## config.mk

```make
export PLATFORM = sky130hd
export DESIGN_NAME = light_gate_sequencer
export DESIGN_NICKNAME = d
export VERILOG_FILES = /design/src/design/lgs_pkg.sv /design/src/design/lgs_cfg.sv /design/src/design/lgs_step.sv /design/src/design/light_gate_sequencer.sv
export VERILOG_INCLUDE_DIRS = /design/src /design/src/design
export SDC_FILE = /design/constraint.sdc
export NUM_CORES = 1
export LEC_CHECK = 0
export BUFFER_PORTS_ARGS = -buffer_cell sky130_fd_sc_hd__buf_2
export CORE_UTILIZATION = 37
export CTS_CLUSTER_DIAMETER = 50
export DETAILED_ROUTE_END_ITERATION = 8
export SYNTH_ARGS = -nofsm -noshare
export SYNTH_HDL_FRONTEND = slang
export SYNTH_HIERARCHICAL = 1
export SYNTH_SLANG_ARGS = --single-unit
```

## constraint.sdc

```tcl
create_clock -name clk -period 7.7 [get_ports clk]
set_clock_uncertainty 0.05 [all_clocks]
set_input_delay 1.54 -clock clk [delete_from_list [all_inputs] [get_ports clk]]
set_output_delay 1.54 -clock clk [all_outputs]
set_load 0.01 [all_outputs]
```

## src/design/light_gate_sequencer_defines.svh

```systemverilog
// Assertion macros shared by the light gate sequencer RTL.
// Files that hold assertions include this header; it depends on nothing else.
`ifndef LIGHT_GATE_SEQUENCER_DEFINES_SVH
`define LIGHT_GATE_SEQUENCER_DEFINES_SVH

`ifndef NO_ASSERTIONS
// Property that must hold at every clock edge outside reset.
`define LGS_ASSERT(lbl, prop) \
  lbl: assert property (@(posedge clk) disable iff (rst) (prop)) \
    else $error("light_gate_sequencer: assertion failed");
// Implication whose consequent is checked in the cycle after its antecedent.
`define LGS_ASSERT_NEXT(lbl, ante, cons) \
  lbl: assert property (@(posedge clk) disable iff (rst) (ante) |=> (cons)) \
    else $error("light_gate_sequencer: assertion failed");
`else
`define LGS_ASSERT(lbl, prop)
`define LGS_ASSERT_NEXT(lbl, ante, cons)
`endif

`endif

```

## src/design/lgs_pkg.sv

```systemverilog
// Types and constants of the light gate sequencer: command and report codes,
// register indexes and the structs passed between modules. No dependencies.
`timescale 1ns / 1ps
`default_nettype none

package lgs_pkg;

  localparam int CNT_W       = 10;
  localparam int BYTE_W      = 8;
  localparam int PHASE_W     = 2;
  localparam int STEP_W      = 2;
  localparam int CFG_INDEX_W = 2;

  typedef logic [BYTE_W-1:0]  byte_t;
  typedef logic [CNT_W-1:0]   count_t;
  typedef logic [PHASE_W-1:0] phase_t;
  typedef logic [STEP_W-1:0]  step_t;

  // Received commands.
  localparam byte_t CMD_NONE       = 8'h00;
  localparam byte_t CMD_TOGGLE_ONE = 8'h6D;  // 'm'
  localparam byte_t CMD_TOGGLE_TWO = 8'h6E;  // 'n'
  localparam byte_t CMD_CHECK      = 8'h63;  // 'c'
  localparam byte_t CMD_ARM        = 8'h72;  // 'r'

  // Report bytes.
  localparam byte_t REP_NONE   = 8'h00;
  localparam byte_t REP_START  = 8'h73;  // 's'
  localparam byte_t REP_FINISH = 8'h66;  // 'f'
  localparam byte_t REP_PASS   = 8'h31;  // '1'
  localparam byte_t REP_FAIL   = 8'h30;  // '0'

  // Gate phase codes, as seen on the gate_phase port.
  localparam phase_t PHASE_INACTIVE = 2'd0;
  localparam phase_t PHASE_ARMED    = 2'd1;
  localparam phase_t PHASE_TIMING   = 2'd2;

  // Probe step codes.
  localparam step_t PROBE_IDLE = 2'd0;
  localparam step_t PROBE_ONE  = 2'd1;
  localparam step_t PROBE_TWO  = 2'd2;

  // Configuration register indexes and reset values.
  localparam logic [CFG_INDEX_W-1:0] CFG_PROBE_TIMEOUT = 2'd0;
  localparam logic [CFG_INDEX_W-1:0] CFG_BOOT_DELAY    = 2'd1;
  localparam count_t PROBE_TIMEOUT_RESET = 10'd100;
  localparam count_t BOOT_DELAY_RESET    = 10'd10;

  typedef struct packed {
    count_t probe_timeout;
    count_t boot_delay;
  } cfg_t;

  typedef struct packed {
    logic  rx_valid;
    byte_t rx_byte;
    logic  sensor_one;
    logic  sensor_two;
  } item_t;

  typedef struct packed {
    phase_t phase;
    logic   laser_one;
    logic   laser_two;
    byte_t  mailbox;
    step_t  probe_step;
    count_t probe_count;
    count_t settle_count;
  } state_t;

  typedef struct packed {
    logic   laser_one_on;
    logic   laser_two_on;
    logic   tx_valid;
    byte_t  tx_byte;
    phase_t gate_phase;
  } result_t;

endpackage

`default_nettype wire

```

## src/design/lgs_cfg.sv

```systemverilog
// Configuration registers of the light gate sequencer.
// Depends on lgs_pkg for the register indexes, reset values and cfg_t.
`timescale 1ns / 1ps
`default_nettype none

module lgs_cfg (
  input  wire logic                            clk,
  input  wire logic                            rst,
  input  wire logic                            wr_en,
  input  wire logic [lgs_pkg::CFG_INDEX_W-1:0] wr_index,
  input  wire lgs_pkg::count_t                 wr_data,
  output lgs_pkg::cfg_t                        cfg
);

  lgs_pkg::count_t probe_timeout;
  lgs_pkg::count_t boot_delay;

  // Writes to indexes past the register list are dropped.
  always_ff @(posedge clk) begin
    if (rst) begin
      probe_timeout <= lgs_pkg::PROBE_TIMEOUT_RESET;
      boot_delay    <= lgs_pkg::BOOT_DELAY_RESET;
    end else if (wr_en) begin
      if (wr_index == lgs_pkg::CFG_PROBE_TIMEOUT) begin
        probe_timeout <= wr_data;
      end
      if (wr_index == lgs_pkg::CFG_BOOT_DELAY) begin
        boot_delay <= wr_data;
      end
    end
  end

  assign cfg.probe_timeout = probe_timeout;
  assign cfg.boot_delay    = boot_delay;

endmodule

`default_nettype wire

```

## src/design/lgs_step.sv

```systemverilog
// Next-state and result logic for one tick of the light gate sequencer.
// Purely combinational; depends on lgs_pkg for its structs and codes.
`timescale 1ns / 1ps
`default_nettype none

module lgs_step (
  input  wire lgs_pkg::state_t  state,
  input  wire lgs_pkg::item_t   item,
  input  wire lgs_pkg::cfg_t    cfg,
  output lgs_pkg::state_t       state_next,
  output lgs_pkg::result_t      result
);

  always_comb begin
    lgs_pkg::state_t s;
    lgs_pkg::count_t cnt_inc;
    logic            level;
    logic            done;
    logic            stop;
    logic            send;
    lgs_pkg::byte_t  rep;

    s       = state;
    send    = 1'b0;
    rep     = lgs_pkg::REP_NONE;
    done    = 1'b0;
    stop    = 1'b0;
    cnt_inc = state.probe_count + 10'd1;
    level   = (state.probe_step == lgs_pkg::PROBE_ONE) ? item.sensor_one : item.sensor_two;

    if (item.rx_valid) begin
      s.mailbox = item.rx_byte;
    end

    if (state.settle_count != '0) begin
      s.settle_count = state.settle_count - 10'd1;
    end else if (state.probe_step != lgs_pkg::PROBE_IDLE) begin
      // A zero timeout fails at once without looking at the sensor.
      if (cfg.probe_timeout == '0) begin
        rep  = lgs_pkg::REP_FAIL;
        done = 1'b1;
      end else if (!level) begin
        rep  = lgs_pkg::REP_PASS;
        done = 1'b1;
      end else begin
        s.probe_count = cnt_inc;
        if (cnt_inc >= cfg.probe_timeout) begin
          rep  = lgs_pkg::REP_FAIL;
          done = 1'b1;
        end
      end
      if (done) begin
        s.probe_count = '0;
        if (state.probe_step == lgs_pkg::PROBE_ONE) begin
          s.laser_one  = 1'b0;
          s.laser_two  = 1'b1;
          s.probe_step = lgs_pkg::PROBE_TWO;
        end else begin
          // The end of the probe drops any byte that arrived meanwhile.
          s.laser_two  = 1'b0;
          s.probe_step = lgs_pkg::PROBE_IDLE;
          s.mailbox    = lgs_pkg::CMD_NONE;
        end
      end
      send = done;
    end else begin
      if (s.mailbox == lgs_pkg::CMD_TOGGLE_ONE) begin
        s.laser_one = ~s.laser_one;
        s.mailbox   = lgs_pkg::CMD_NONE;
      end else if (s.mailbox == lgs_pkg::CMD_TOGGLE_TWO) begin
        s.laser_two = ~s.laser_two;
        s.mailbox   = lgs_pkg::CMD_NONE;
      end else if (s.mailbox == lgs_pkg::CMD_CHECK) begin
        s.laser_one   = 1'b1;
        s.probe_count = '0;
        s.probe_step  = lgs_pkg::PROBE_ONE;
        stop          = 1'b1;
      end else if (s.mailbox == lgs_pkg::CMD_ARM) begin
        if (state.phase != lgs_pkg::PHASE_INACTIVE) begin
          s.laser_two = 1'b0;
        end else begin
          s.settle_count = cfg.boot_delay;
          stop           = (cfg.boot_delay != '0);
        end
        s.laser_one = 1'b1;
        s.phase     = lgs_pkg::PHASE_ARMED;
        s.mailbox   = lgs_pkg::CMD_NONE;
      end

      if (!stop) begin
        if (s.phase == lgs_pkg::PHASE_ARMED && item.sensor_one) begin
          s.phase        = lgs_pkg::PHASE_TIMING;
          s.laser_one    = 1'b0;
          s.laser_two    = 1'b1;
          s.settle_count = cfg.boot_delay;
          rep            = lgs_pkg::REP_START;
          send           = 1'b1;
        end else if (s.phase == lgs_pkg::PHASE_TIMING && item.sensor_two) begin
          s.phase        = lgs_pkg::PHASE_INACTIVE;
          s.laser_two    = 1'b0;
          s.settle_count = cfg.boot_delay;
          rep            = lgs_pkg::REP_FINISH;
          send           = 1'b1;
        end
      end
    end

    state_next          = s;
    result.laser_one_on = s.laser_one;
    result.laser_two_on = s.laser_two;
    result.tx_valid     = send;
    result.tx_byte      = send ? rep : lgs_pkg::REP_NONE;
    result.gate_phase   = s.phase;
  end

endmodule

`default_nettype wire

```

## src/design/light_gate_sequencer.sv

```systemverilog
// Top level of the light gate sequencer: input register, tick logic, state
// and result register. Depends on lgs_pkg, lgs_cfg, lgs_step and the defines header.
`timescale 1ns / 1ps
`default_nettype none
`include "light_gate_sequencer_defines.svh"

// Each input item is one tick: an optional command byte (rx_valid, rx_byte)
// and the two photosensor levels. Every accepted item produces exactly one
// result item holding the laser drive levels, an optional report byte
// (tx_valid, tx_byte) and the gate phase after that tick.
// Both item channels use valid/ready. An item is held in an input register,
// the tick logic runs on it and the result lands in the output register.
// One item per cycle is sustained: the input register passes its item on
// whenever the output register is empty or being read in the same cycle, and
// in_ready stays high in that case, so ticks go back to back.
// When the receiver stalls, the result waits in the output register, one more
// item waits in the input register, and then in_ready drops until out_ready
// returns. The sequencer state only advances when a tick moves into the
// output register, so stalls never change the sequence of results.
// The configuration port (cfg_valid, cfg_ready, cfg_index, cfg_data) is always
// ready; index 0 is the check timeout, index 1 the boot delay, others are
// ignored. Write it only while no tick is in flight.
// Synchronous reset clears the state (lasers off, gate inactive, empty
// mailbox, no probe, no countdown), empties both registers and loads the
// configuration defaults of 100 and 10 ticks.

module light_gate_sequencer (
  input  wire logic                            clk,
  input  wire logic                            rst,
  // Tick input channel.
  input  wire logic                            in_valid,
  output logic                                 in_ready,
  input  wire logic                            rx_valid,
  input  wire lgs_pkg::byte_t                  rx_byte,
  input  wire logic                            sensor_one,
  input  wire logic                            sensor_two,
  // Result channel.
  output logic                                 out_valid,
  input  wire logic                            out_ready,
  output logic                                 laser_one_on,
  output logic                                 laser_two_on,
  output logic                                 tx_valid,
  output lgs_pkg::byte_t                       tx_byte,
  output lgs_pkg::phase_t                      gate_phase,
  // Configuration write channel.
  input  wire logic                            cfg_valid,
  output logic                                 cfg_ready,
  input  wire logic [lgs_pkg::CFG_INDEX_W-1:0] cfg_index,
  input  wire lgs_pkg::count_t                 cfg_data
);

  lgs_pkg::cfg_t    cfg;
  lgs_pkg::item_t   item;
  logic             item_valid;
  lgs_pkg::state_t  state;
  lgs_pkg::state_t  state_next;
  lgs_pkg::result_t result_next;
  lgs_pkg::result_t result;
  logic             tick_advance;

  assign cfg_ready = 1'b1;

  lgs_cfg u_cfg (
    .clk      (clk),
    .rst      (rst),
    .wr_en    (cfg_valid),
    .wr_index (cfg_index),
    .wr_data  (cfg_data),
    .cfg      (cfg)
  );

  // The held tick moves on when the output register is free or being drained.
  assign tick_advance = item_valid && (!out_valid || out_ready);
  assign in_ready     = !item_valid || tick_advance;

  // Input register: payload needs no reset, only the valid flag does.
  always_ff @(posedge clk) begin
    if (rst) begin
      item_valid <= 1'b0;
    end else if (in_ready) begin
      item_valid <= in_valid;
    end
  end

  always_ff @(posedge clk) begin
    if (in_ready && in_valid) begin
      item.rx_valid   <= rx_valid;
      item.rx_byte    <= rx_byte;
      item.sensor_one <= sensor_one;
      item.sensor_two <= sensor_two;
    end
  end

  lgs_step u_step (
    .state      (state),
    .item       (item),
    .cfg        (cfg),
    .state_next (state_next),
    .result     (result_next)
  );

  // Sequencer state commits together with the result it produced.
  always_ff @(posedge clk) begin
    if (rst) begin
      state <= '0;
    end else if (tick_advance) begin
      state <= state_next;
    end
  end

  // Output register.
  always_ff @(posedge clk) begin
    if (rst) begin
      out_valid <= 1'b0;
    end else if (tick_advance) begin
      out_valid <= 1'b1;
    end else if (out_ready) begin
      out_valid <= 1'b0;
    end
  end

  always_ff @(posedge clk) begin
    if (tick_advance) begin
      result <= result_next;
    end
  end

  assign laser_one_on = result.laser_one_on;
  assign laser_two_on = result.laser_two_on;
  assign tx_valid     = result.tx_valid;
  assign tx_byte      = result.tx_byte;
  assign gate_phase   = result.gate_phase;

  // A result without a report carries a zero byte.
  `LGS_ASSERT(a_quiet_byte, !out_valid || tx_valid || tx_byte == lgs_pkg::REP_NONE)
  // The probe step never takes the unused code.
  `LGS_ASSERT(a_probe_code, state.probe_step == lgs_pkg::PROBE_IDLE ||
              state.probe_step == lgs_pkg::PROBE_ONE || state.probe_step == lgs_pkg::PROBE_TWO)
  // A running countdown only counts down, one per tick.
  `LGS_ASSERT_NEXT(a_settle_down, tick_advance && state.settle_count != '0,
                   state.settle_count == 10'($past(state.settle_count) - 10'd1))
  // Probing never moves the gate phase.
  `LGS_ASSERT_NEXT(a_probe_phase,
                   tick_advance && state.settle_count == '0 &&
                   state.probe_step != lgs_pkg::PROBE_IDLE,
                   state.phase == $past(state.phase))

endmodule

`default_nettype wire

```

==> metrics.txt, run 1 <==
# port buffers between 40 and 50; overall routing resource usage 15.40%; XOR/XNOR share of the synthesized area roughly 2.0%; number of flip-flops and latches in the synthesized netlist 80; Max Clk Rate between 200 and 300 MHz; leakage power total 2.137 nW; share of the synthesized area in compound gates (AO/OA/AOI/OAI) about 12%; largest driver fanout on the critical path 9; placeable core region around 0.013 mm²; share of cell area taken by muxes after synthesis between 10% and 20%; Worst Hold Endpoint state[23]$_SDFFE_PP0P_; largest vdd supply drop about 0.22 mV; Starting Density roughly two fifths; routed len/inst between 10 and 15 µm; Vias per Instance roughly 5; Avg Inst Size Synth 9.320 µm²; Reg2Reg Launch Point state[12]$_SDFFE_PP0P_; Worst Setup Slack post-DPL 4.066 ns; ANT nets after route 0; Worst Min Path Start state[23]$_SDFFE_PP0P_; WP data arrival roughly 3.9 ns; post-synthesis simple-gate area fraction between 20% and 30%; Final Slew Violations 0; top-level I/O count 44; count of standard-cell rows 41; number of buffers added to fix hold violations after cts 0; number of different library cells in the post-synthesis netlist 65; via count of the first global-routing pass between 3000 and 4000; HP Class reg2reg; worst-skew pair later-pin latency roughly 0.33 ns; largest family of logic cells by synthesized area simple AND/OR/NAND/NOR gates; Detailed Route Iter0 Violations ~260; Power Density between 200 and 300 mW/mm²; largest stage delay on the critical path ~0.55 ns; first-pass GRT wire length roughly 17000 µm; post-cts sizing count 0; nature of the critical path endpoint flip-flop; H-tree lvl count 3; Die Width around 120 µm; final core area utilization around 43%; Post-CTS Setup Bufs 0; area of the multi-input gates around 0.0028 mm²; TritonCTS clock tree done; fin area between 0.005 and 0.006 mm²; commonest non-fill, non-tap cell in the layout sky130_fd_sc_hd__nand2b_1; fin crit period approximately 3.7 ns; detailed-route wire length a little over 10000 µm; run status finished, final reports clean; post-route setup TNS 0 ns; remaining max-slew budget at the tightest pin a little over a third; number of inserted diodes 0; fraction of registers with async set/reset 0%; Nets 593; final RePlAce weighted congestion ~0.80; worst hold slack 0.4282 ns; maximum number of pins on one net before global-route repair between 100 and 150; most frequent cells in the layout sky130_fd_sc_hd__nand2b_1, sky130_fd_sc_hd__mux2i_1, sky130_fd_sc_hd__dfxtp_1; Hold Fails Final Rpt 0; number of cells on the worst hold path 2; sequential cell area in the final layout about 0.0018 mm²; EDFF count, synth 24; capture instance of the worst register-to-register path state[12]$_SDFFE_PP0P_; area after detailed placement roughly 0.0052 mm²; Die ar. roughly 0.014 mm²; overflow left after global routing 0; area of the mapped netlist approximately 0.005 mm²; Area growth syn-to-layout 10.40%; data required time of the worst path between 7 and 8 ns; die span in y between 100 and 150 µm; number of buffers created by CTS 9; Worst setup SP type flip-flop; Worst-Margin Slew slightly below 1 ns; estimated wirelength of the detail-placed design around 7100 µm; DRC errors left 0; post-synthesis sequential area ratio roughly 37%; number of max-cap violations 0; most frequent cell on the critical path sky130_fd_sc_hd__a21oi_1; final period utilization slightly below 50%; primary flip-flop cell chosen by synthesis mapping sky130_fd_sc_hd__dfxtp_1; iteration count of the initial detailed-routing pass 4; Clock Tree Buf Depth 2; Critical Path, Cell by Cell nand3_1 -> or2_2 -> nor2_1 -> nand3_1 -> and2_1 -> or2_2 -> ha_1 -> a21oi_1 -> o2111ai_2 -> nor2_1 -> a21oi_1 -> a21oi_1 -> nand2b_1 -> mux2i_1; synthesized-area fraction occupied by adder cells under 10%; Post-Syn Instances 528; unrepaired setup endpoints after global routing no; number of setup violations in the final report 0; fraction of layout cells with a size suffix above 1 14.87%; Fill cells about 1300; antenna violations before repair 0; clock sink total 80; routed vias 3661; number of cells on the worst reg-to-reg path 14; post-route setup slack between 4 and 5 ns; register clock-pin slew on the reported worst setup and hold paths 0.06 ns; minimum setup slack among reg-to-reg paths 4.00 ns; count of synthesis-stage warnings from yosys 6; Worst Setup Path Type reg2reg; standard cell with the maximum stage delay on the critical path sky130_fd_sc_hd__nor2_1; Root Driver sky130_fd_sc_hd__clkbuf_16
sequential cells by signal, indices dropped and copies added, names as in the netlist, 2 cells and up:
| register | cells |
|---|---|
| u_cfg/boot_delay | 10 |
| state | 34 |
| gate_phase | 2 |
| u_cfg/probe_timeout | 10 |
| tx_byte | 8 |
| item | 11 |
Yosys cell counts (all sizes together) (7+ instances only):
cell    instances  area (µm²)
dfxtp          56        1121
o21ai          15       75.07
nand3          13       65.06
inv            20       75.07
nor2           40       152.6
edfxtp         24       720.7
ha             12       150.1
a21oi          19       95.09
nand2b         98       613.1
buf            21       157.7
mux2i          62       620.6
xnor2           8       70.07
nor3           11       71.32
nand2          31       118.9
a211oi          7       57.55
clkbuf         10       37.54
layout make-up:
cell class                 count  area share [%]
tap                          172           3.961
timing repair buffer          44           4.146
clock buffer                  12           4.353
multi-input combinational    398           51.87
clock inverter                 4          0.3915
sequential                    80           33.90
inverter                      20           1.382
worst max-delay path by stage:
stage | from | endpoint | slack [ns] | depth (start not counted)
floorplan | out_ready | in_ready | 4.34 | 2
global placement | out_ready | in_ready | 4.09 | 4
detailed placement | out_ready | in_ready | 4.07 | 4
CTS | state[10]$_SDFFE_PP0P_ | state[12]$_SDFFE_PP0P_ | 4.04 | 15
global route | state[10]$_SDFFE_PP0P_ | state[12]$_SDFFE_PP0P_ | 3.70 | 15
finish | state[12]$_SDFFE_PP0P_ | state[12]$_SDFFE_PP0P_ | 4.00 | 14
cells by family (layout without fill, tap and decap cells):
group | after synthesis | in the layout
AOI/OAI and AO/OA | 78 | 78
adders and majority gates | 12 | 12
buffers and inverters | 51 | 80
xor gates and xnor gates | 11 | 11
and+or+nand+nor | 229 | 229
muxes | 65 | 65
other | 2 | 3
DFF | 80 | 80
worst max-delay path, delay by kind of cell, from the launching register on:
| kind | cells | cell delay, ns |
|---|---|---|
| compound gates | 4 | 0.82 |
| flops | 1 | 0.43 |
| mux | 1 | 0.12 |
| simple gates | 8 | 1.90 |
| fa+ha+maj | 1 | 0.30 |
report_power, final:
group	switching (mW)	total (mW)	internal (mW)
Sequential	0.0474	0.527	0.479
Clock	0.163	0.380	0.217
Combinational	0.361	0.596	0.236
layer usage:
metal | wire length, µm | share of wire [%] | vias to the layer above | track usage [%]
met5 | 0 | 0 | - | 0
met4 | 168 | 1.7 | 0 | 7.224
met3 | 206 | 2.0 | 10 | 2.529
met2 | 4927 | 48 | 44 | 26.07
met1 | 4856 | 48 | 1719 | 19.00
li1 | - | - | 1888 | -
per-stage QoR:
step           power [mW]  std cells
2_1_floorplan       1.035        529
3_5_place_dp        1.123        714
5_1_grt             1.609        730
3_3_place_gp        1.109        714
6_report            1.503        730
4_1_cts             1.511        730
Note: power is estimated with default switching activity, not from simulation.
==> run 2, diff against run 1 <==
ABC_AREA = 1   (was default)
clock period = 3.6 ns   (was 7.7 ns; I/O delays follow)
==> run 2 against run 1 <==
Against the previous run:
- die area increased by 8.6%
- flip-flop and latch count unchanged
- cell area rose by 10%
- clock-buffer cell count decreased by 2
- non-clock buffer count grew 11
- combinational power up 2%
- wire length increased by 19%
- worst hold slack lost 0.022 ns
- via count grew 30%
- synthesized cell count rose by 53%
- register-to-register slack got worse by 3.6 ns
- largest cell class unchanged
==> metrics.txt, run 2 <==
run status finished, final reports clean; clock sink total 80; detailed-route wire length 12130 µm; HP Class reg2reg; start point of the critical path state[11]$_SDFFE_PP0P_; Root Driver sky130_fd_sc_hd__clkbuf_16; sequential cell area in the final layout 0.001843 mm²; number of cells on the worst hold path 2; count of standard-cell rows 43; H-tree lvl count 3; WP data arrival 3.41 ns; capture instance of the worst register-to-register path state[31]$_SDFFE_PP0P_; TritonCTS clock tree done; post-route setup TNS 0 ns; number of buffers and inverters on the critical path 2; number of inserted diodes 0; number of buffers created by CTS 9; cell family with the largest share of critical-path delay simple AND/OR/NAND/NOR gates; estimated wirelength of the detail-placed design just under 9000 µm; minimum setup slack among reg-to-reg paths 0.42 ns; routed len/inst 11.91 µm; first-pass GRT wire length 20510 µm; antenna violations before repair 0; most frequent cells in the layout sky130_fd_sc_hd__nand2_1, sky130_fd_sc_hd__inv_1, sky130_fd_sc_hd__nor2_1; largest area contributor in the netlist sky130_fd_sc_hd__dfxtp_1; Max Clk Rate 314.3 MHz; die span in y roughly 120 µm; ANT nets after route 0; data required time of the worst path roughly 3.8 ns; final period utilization 88.39%; top area cells in the synthesized netlist sky130_fd_sc_hd__dfxtp_1, sky130_fd_sc_hd__edfxtp_1, sky130_fd_sc_hd__nand2_1; sum of internal, switching and leakage power 2.724 mW; largest vdd supply drop between 0.2 and 0.3 mV; Final Slew Violations 0; most common library cells after synthesis sky130_fd_sc_hd__nand2_1, sky130_fd_sc_hd__inv_1, sky130_fd_sc_hd__nor2_1, sky130_fd_sc_hd__nand3_1, sky130_fd_sc_hd__a21oi_1; Die Width 122.3 µm; EDFF count, synth 24; number of buffers added to fix hold violations after cts 0; Worst Hold Endpoint u_cfg/probe_timeout[5]$_SDFFE_PP1P_; number of max-cap violations 0; via count of the first global-routing pass around 4200; leakage power total between 2 and 3 nW; worst-skew pair later-pin latency 0.35 ns; register clock-pin slew on the reported worst setup and hold paths approximately 0.060 ns; DRC errors left 0; Area growth syn-to-layout 11.95%; unrepaired setup endpoints after global routing no; Detailed Route Iter0 Violations between 300 and 400; fraction of layout cells with a size suffix above 1 between 10 and 15%; standard cell with the maximum stage delay on the critical path sky130_fd_sc_hd__dfxtp_1; number of setup violations in the final report 0; # port buffers 42; nature of the critical path endpoint flip-flop; Regs by FF count state (34), item (11); Power Density between 400 and 500 mW/mm²; iteration count of the initial detailed-routing pass 6; top-level I/O count 44; post-synthesis sequential area ratio approximately 34%; Worst-Margin Slew about 0.89 ns; Clock Tree Buf Depth 2; area of the mapped netlist around 0.0054 mm²; maximum number of pins on one net before global-route repair 49; number of different library cells in the post-synthesis netlist 38; routed vias ~4800; Top reg by flops state; Nets ~870; Hold Fails Final Rpt 0; count of synthesis-stage warnings from yosys 6; Die ar. 0.01495 mm²; Critical Path, Cell by Cell ha_1 -> nand3_1 -> nor2_1 -> nand4_1 -> xor2_1 -> inv_1 -> ha_1 -> nand2_1 -> nor2_1 -> o211ai_1 -> nand3_1 -> nor2_1 -> nand3_2 -> a21oi_1 -> nand3_1 -> nand2_1 -> inv_1 -> nand3_1 -> nand2_1 -> nor2_1; area of the multi-input gates 0.002678 mm²; overflow left after global routing 0; overall routing resource usage about 18%; largest driver fanout on the critical path 6; placeable core region between 0.01 and 0.015 mm²; number of cells on the worst reg-to-reg path 20; Post-Syn Instances 810; Fill cells 1513; final RePlAce weighted congestion ~0.88; fraction of registers with async set/reset 0%; fin crit period between 3 and 4 ns; largest stage delay on the critical path ~0.41 ns; Worst Setup Path Type reg2reg; post-synth top area share a little over a fifth; Worst setup SP type flip-flop; Worst Min Path Start u_cfg/probe_timeout[5]$_SDFFE_PP1P_; remaining max-slew budget at the tightest pin 40.27%; Reg2Reg Launch Point state[11]$_SDFFE_PP0P_; final core area utilization 42.82%; top-count cell post-synth sky130_fd_sc_hd__nand2_1; number of flip-flops under the largest register name 34; Starting Density between 30% and 40%; primary flip-flop cell chosen by synthesis mapping sky130_fd_sc_hd__dfxtp_1; Avg Inst Size Synth around 6.6 µm²; commonest non-fill, non-tap cell in the layout sky130_fd_sc_hd__nand2_1; number of flip-flops and latches in the synthesized netlist 80; Vias per Instance approximately 4.7
-- run 2: cell types whose count changed after synthesis, moves of 45 or more --
cell,previous run,this run
sky130_fd_sc_hd__nor2_1,39,90
sky130_fd_sc_hd__inv_1,20,150
sky130_fd_sc_hd__nand3_1,13,77
sky130_fd_sc_hd__a21oi_1,19,64
sky130_fd_sc_hd__mux2i_1,62,0
sky130_fd_sc_hd__nand2b_1,98,0
sky130_fd_sc_hd__nand2_1,30,173
-- run 2: logic make-up after synthesis --
family	count (synthesis)	synth area share [%]
AOI/OAI and AO/OA	119	13.10
other	2	0.1404
buffers and inverters	199	15.93
adders and majority gates	12	2.806
DFF	80	34.42
xor gates and xnor gates	13	2.128
and+or+nand+nor	385	31.48
-- run 2: final cells by class --
type | count | area share [%]
tap | 180 | 3.760
timing repair buffer | 55 | 5.139
inverter | 156 | 9.860
sequential | 80 | 30.77
multi-input combinational | 532 | 44.70
clock buffer | 10 | 3.823
clock inverter | 6 | 1.943
-- run 2: how the worst max path moves through the flow --
stage / slack [ns] / endpoint / cells past startpoint
after global placement: 0.41 / state[19]$_SDFFE_PP0P_ / 21
after CTS: 0.27 / state[17]$_SDFFE_PP0P_ / 21
final: 0.42 / state[31]$_SDFFE_PP0P_ / 20
after floorplan: 0.59 / state[30]$_SDFFE_PP0P_ / 23
after detailed placement: 0.30 / state[19]$_SDFFE_PP0P_ / 21
after global routing: 0.007 / state[19]$_SDFFE_PP0P_ / 21
-- run 2: timing repair --
action / 4_1_cts / 5_1_grt
setup buffers: 0 / 0
hold endpoints to repair: 0 / 0
resized for setup: 0 / 4
setup endpoints to repair: 0 / 8
-- run 2: report_power, final --
| part | switching (mW) | total [mW] | internal (mW) |
|---|---|---|---|
| combinational | 0.383 | 0.609 | 0.226 |
| clock | 0.388 | 1.07 | 0.684 |
| sequential | 0.0499 | 1.04 | 0.992 |
| total | 0.821 | 2.72 | 1.90 |
-- run 2: per-stage QoR --
| stage | area (µm²) | worst slack (ns) | cells | hold slack (ns) |
|---|---|---|---|---|
| after floorplan | 5354 | 0.5899 | 811 | 0.3789 |
| after global placement | 5627 | 0.4131 | 1003 | 0.3928 |
| after detailed placement | 5627 | 0.2989 | 1003 | 0.3998 |
| after CTS | 5972 | 0.2679 | 1019 | 0.4126 |
| after global routing | 5989 | 0.007443 | 1019 | 0.4346 |
| final | 5989 | 0.4181 | 1019 | 0.4065 |
-- run 2: worst min-delay path: stages, from the launching register on --
cell and delay, ns:
sky130_fd_sc_hd__dfxtp_1 0.32, sky130_fd_sc_hd__nand2_1 0.05, sky130_fd_sc_hd__nand3_1 0.05
-- run 2: routing by layer --
layer  vias up  track usage (%)  part of all wire, %  wire length, µm
met3        12            4.043                  4.5              549
met2        90            27.21                   44             5387
met5         -                0                    0                0
met4         0            5.335                  1.4              170
met1      2074            24.34                   50             6026
li1       2582                -                    -                -
==> run 3, diff against run 2 <==
ABC_CLOCK_PERIOD_IN_PS = 3600   (was default)
CELL_PAD_IN_SITES_DETAIL_PLACEMENT = 1   (was default)
CELL_PAD_IN_SITES_GLOBAL_PLACEMENT = 2   (was default)
CORE_UTILIZATION = 34   (was 37)
PLACE_DENSITY_LB_ADDON = 0.1   (was default)
==> run 3 against run 2 <==
Against the previous run:
- non-clock buffer count shrank 1
- register-to-register slack worse by 0.03 ns
- critical endpoint is now state[12]$_SDFFE_PP0P_
- clock power decreased by 8%
- worst hold slack improved by 0.0088 ns
- cell area hardly changed
- sequential share of layout area about the same
- sequential power hardly changed
- final cell count rose by 2.9%
==> metrics.txt, run 3 (synthesized netlist as in run 2, its figures left out) <==
run status finished, final reports clean; Power Density approximately 440 mW/mm²; Reg2Reg Launch Point state[11]$_SDFFE_PP0P_; Top reg by flops state; final period utilization slightly below 90%; Area growth syn-to-layout 12.04%; routed vias around 5000; area after detailed placement 0.005658 mm²; first-pass GRT wire length around 25000 µm; maximum number of pins on one net before global-route repair 70; Worst setup SP type flip-flop; Final Slew Violations 0; Worst Setup Slack post-DPL 0.1968 ns; nature of the critical path endpoint flip-flop; Clock Tree Buf Depth 2; TritonCTS clock tree done; number of flip-flops under the largest register name 34; Hold Fails Final Rpt 0; H-tree lvl count 3; commonest non-fill, non-tap cell in the layout sky130_fd_sc_hd__nand2_1; leakage power total a little under 3 nW; DRC errors left 0; placeable core region 0.01526 mm²; unrepaired setup endpoints after global routing no; Regs by FF count state (34), item (11); HP Class reg2reg; post-route setup TNS 0 ns; post-route setup slack just under 0.4 ns; most frequent cells in the layout sky130_fd_sc_hd__nand2_1, sky130_fd_sc_hd__inv_1, sky130_fd_sc_hd__nor2_1; Worst Min Path Start u_cfg/probe_timeout[6]$_SDFFE_PP1P_; Die ar. ~0.016 mm²; number of buffers created by CTS 9; number of inserted diodes 0; largest vdd supply drop ~0.25 mV; worst-skew pair later-pin latency roughly 0.34 ns; detailed-route wire length between 10000 and 15000 µm; die span in y about 130 µm; via count of the first global-routing pass around 5000; number of setup violations in the final report 0; fraction of layout cells with a size suffix above 1 between 10% and 20%; # port buffers 42; top-level I/O count 44; count of standard-cell rows 45; worst hold slack between 0.4 and 0.5 ns; number of max-cap violations 0; Placed Instances between 1000 and 1500; Root Driver sky130_fd_sc_hd__clkbuf_16; data required time of the worst path approximately 3.8 ns; Max Clk Rate 311.6 MHz; Detailed Route Iter0 Violations slightly below 200; Finished Layout Cells around 1000; clock sink total 80; antenna violations before repair 0; fin crit period about 3.2 ns; final RePlAce weighted congestion around 0.8; overflow left after global routing 0; largest stage delay on the critical path between 0.3 and 0.4 ns; ANT nets after route 0; remaining max-slew budget at the tightest pin 49.73%; estimated wirelength of the detail-placed design 10820 µm; Critical Path, Cell by Cell ha_1 -> nand3_1 -> nor2_1 -> nand4_1 -> xor2_2 -> inv_1 -> ha_1 -> nand2_1 -> nor2_1 -> o211ai_1 -> nand3_1 -> nor2_2 -> nand3_2 -> nor2_2 -> buf_4 -> nand2_1 -> a22oi_1 -> inv_1 -> nand3_1 -> nand2_1 -> nor2_1; iteration count of the initial detailed-routing pass 4; Worst-Margin Slew approximately 0.75 ns; Vias per Instance ~4.7; number of buffers and inverters on the critical path 3; standard cell with the maximum stage delay on the critical path sky130_fd_sc_hd__dfxtp_2; Worst Setup Path Type reg2reg; cell family with the largest share of critical-path delay simple AND/OR/NAND/NOR gates; Die Width around 130 µm; start point of the critical path state[11]$_SDFFE_PP0P_; register clock-pin slew on the reported worst setup and hold paths around 0.06 ns; Nets 873; routed len/inst roughly 14 µm; WP data arrival ~3.4 ns; overall routing resource usage 19.62%; Starting Density a little over a third; largest driver fanout on the critical path 9; fin area ~0.0060 mm²
-- run 3: changes by cell type in the layout (fill, tap and decap cells not counted), sizes merged --
cell	previous run	this run
buf	55	54
clkinvlp	0	1
inv	157	156
clkinv	2	1
clkbuf	10	13
bufinv	3	1
-- run 3: per-stage QoR --
stage / util (%) / power, mW
after floorplan: - / 1.549
after global placement: 37.08 / 1.677
after detailed placement: 37.08 / 1.700
after CTS: 39.16 / 2.703
after global routing: 39.29 / 2.840
final: 39.29 / 2.662
-- run 3: power breakdown --
| group | internal [mW] | switching, mW |
|---|---|---|
| clock network | 0.602 | 0.383 |
| registers | 0.993 | 0.0475 |
| logic | 0.226 | 0.411 |
| total | 1.82 | 0.841 |
-- run 3: cell type report --
class | instances | area (µm²)
fillers | 1975 | 9264
multi-input cells | 532 | 2678
flip-flops and latches | 80 | 1844
inverters | 156 | 590.6
repair buffers | 54 | 300.3
clock buffers | 13 | 271.5
well taps | 211 | 264.0
clock inverters | 3 | 46.29
-- run 3: final timing paths --
check | to | slack (ns) | cells after the start
worst max-delay path | state[12]$_SDFFE_PP0P_ | 0.39 | 21
worst min register to register | u_cfg/probe_timeout[6]$_SDFFE_PP1P_ | 0.42 | 2
worst max register to register | state[12]$_SDFFE_PP0P_ | 0.39 | 21
worst min-delay path | u_cfg/probe_timeout[6]$_SDFFE_PP1P_ | 0.42 | 2
-- run 3: tightest hold or removal path, stage by stage, from the launching register on --
cell and delay (ns):
sky130_fd_sc_hd__dfxtp_1 0.33, sky130_fd_sc_hd__nand2_1 0.05, sky130_fd_sc_hd__nand3_1 0.05
-- run 3: routing by layer --
layer | vias up | wire length, µm | part of all wire [%] | GRT usage, %
met5 | - | 0 | 0 | 0
met4 | 0 | 153 | 1.0 | 4.762
met3 | 9 | 348 | 2.3 | 3.141
met2 | 42 | 6914 | 47 | 33.46
met1 | 2338 | 7445 | 50 | 25.84
li1 | 2576 | - | - | -
-- run 3: repair_timing --
action / 4_1_cts / 5_1_grt
hold buffers: 0 / 0
buffers inserted: 0 / 0
gates resized for setup: 0 / 5
setup endpoints to repair: 0 / 11
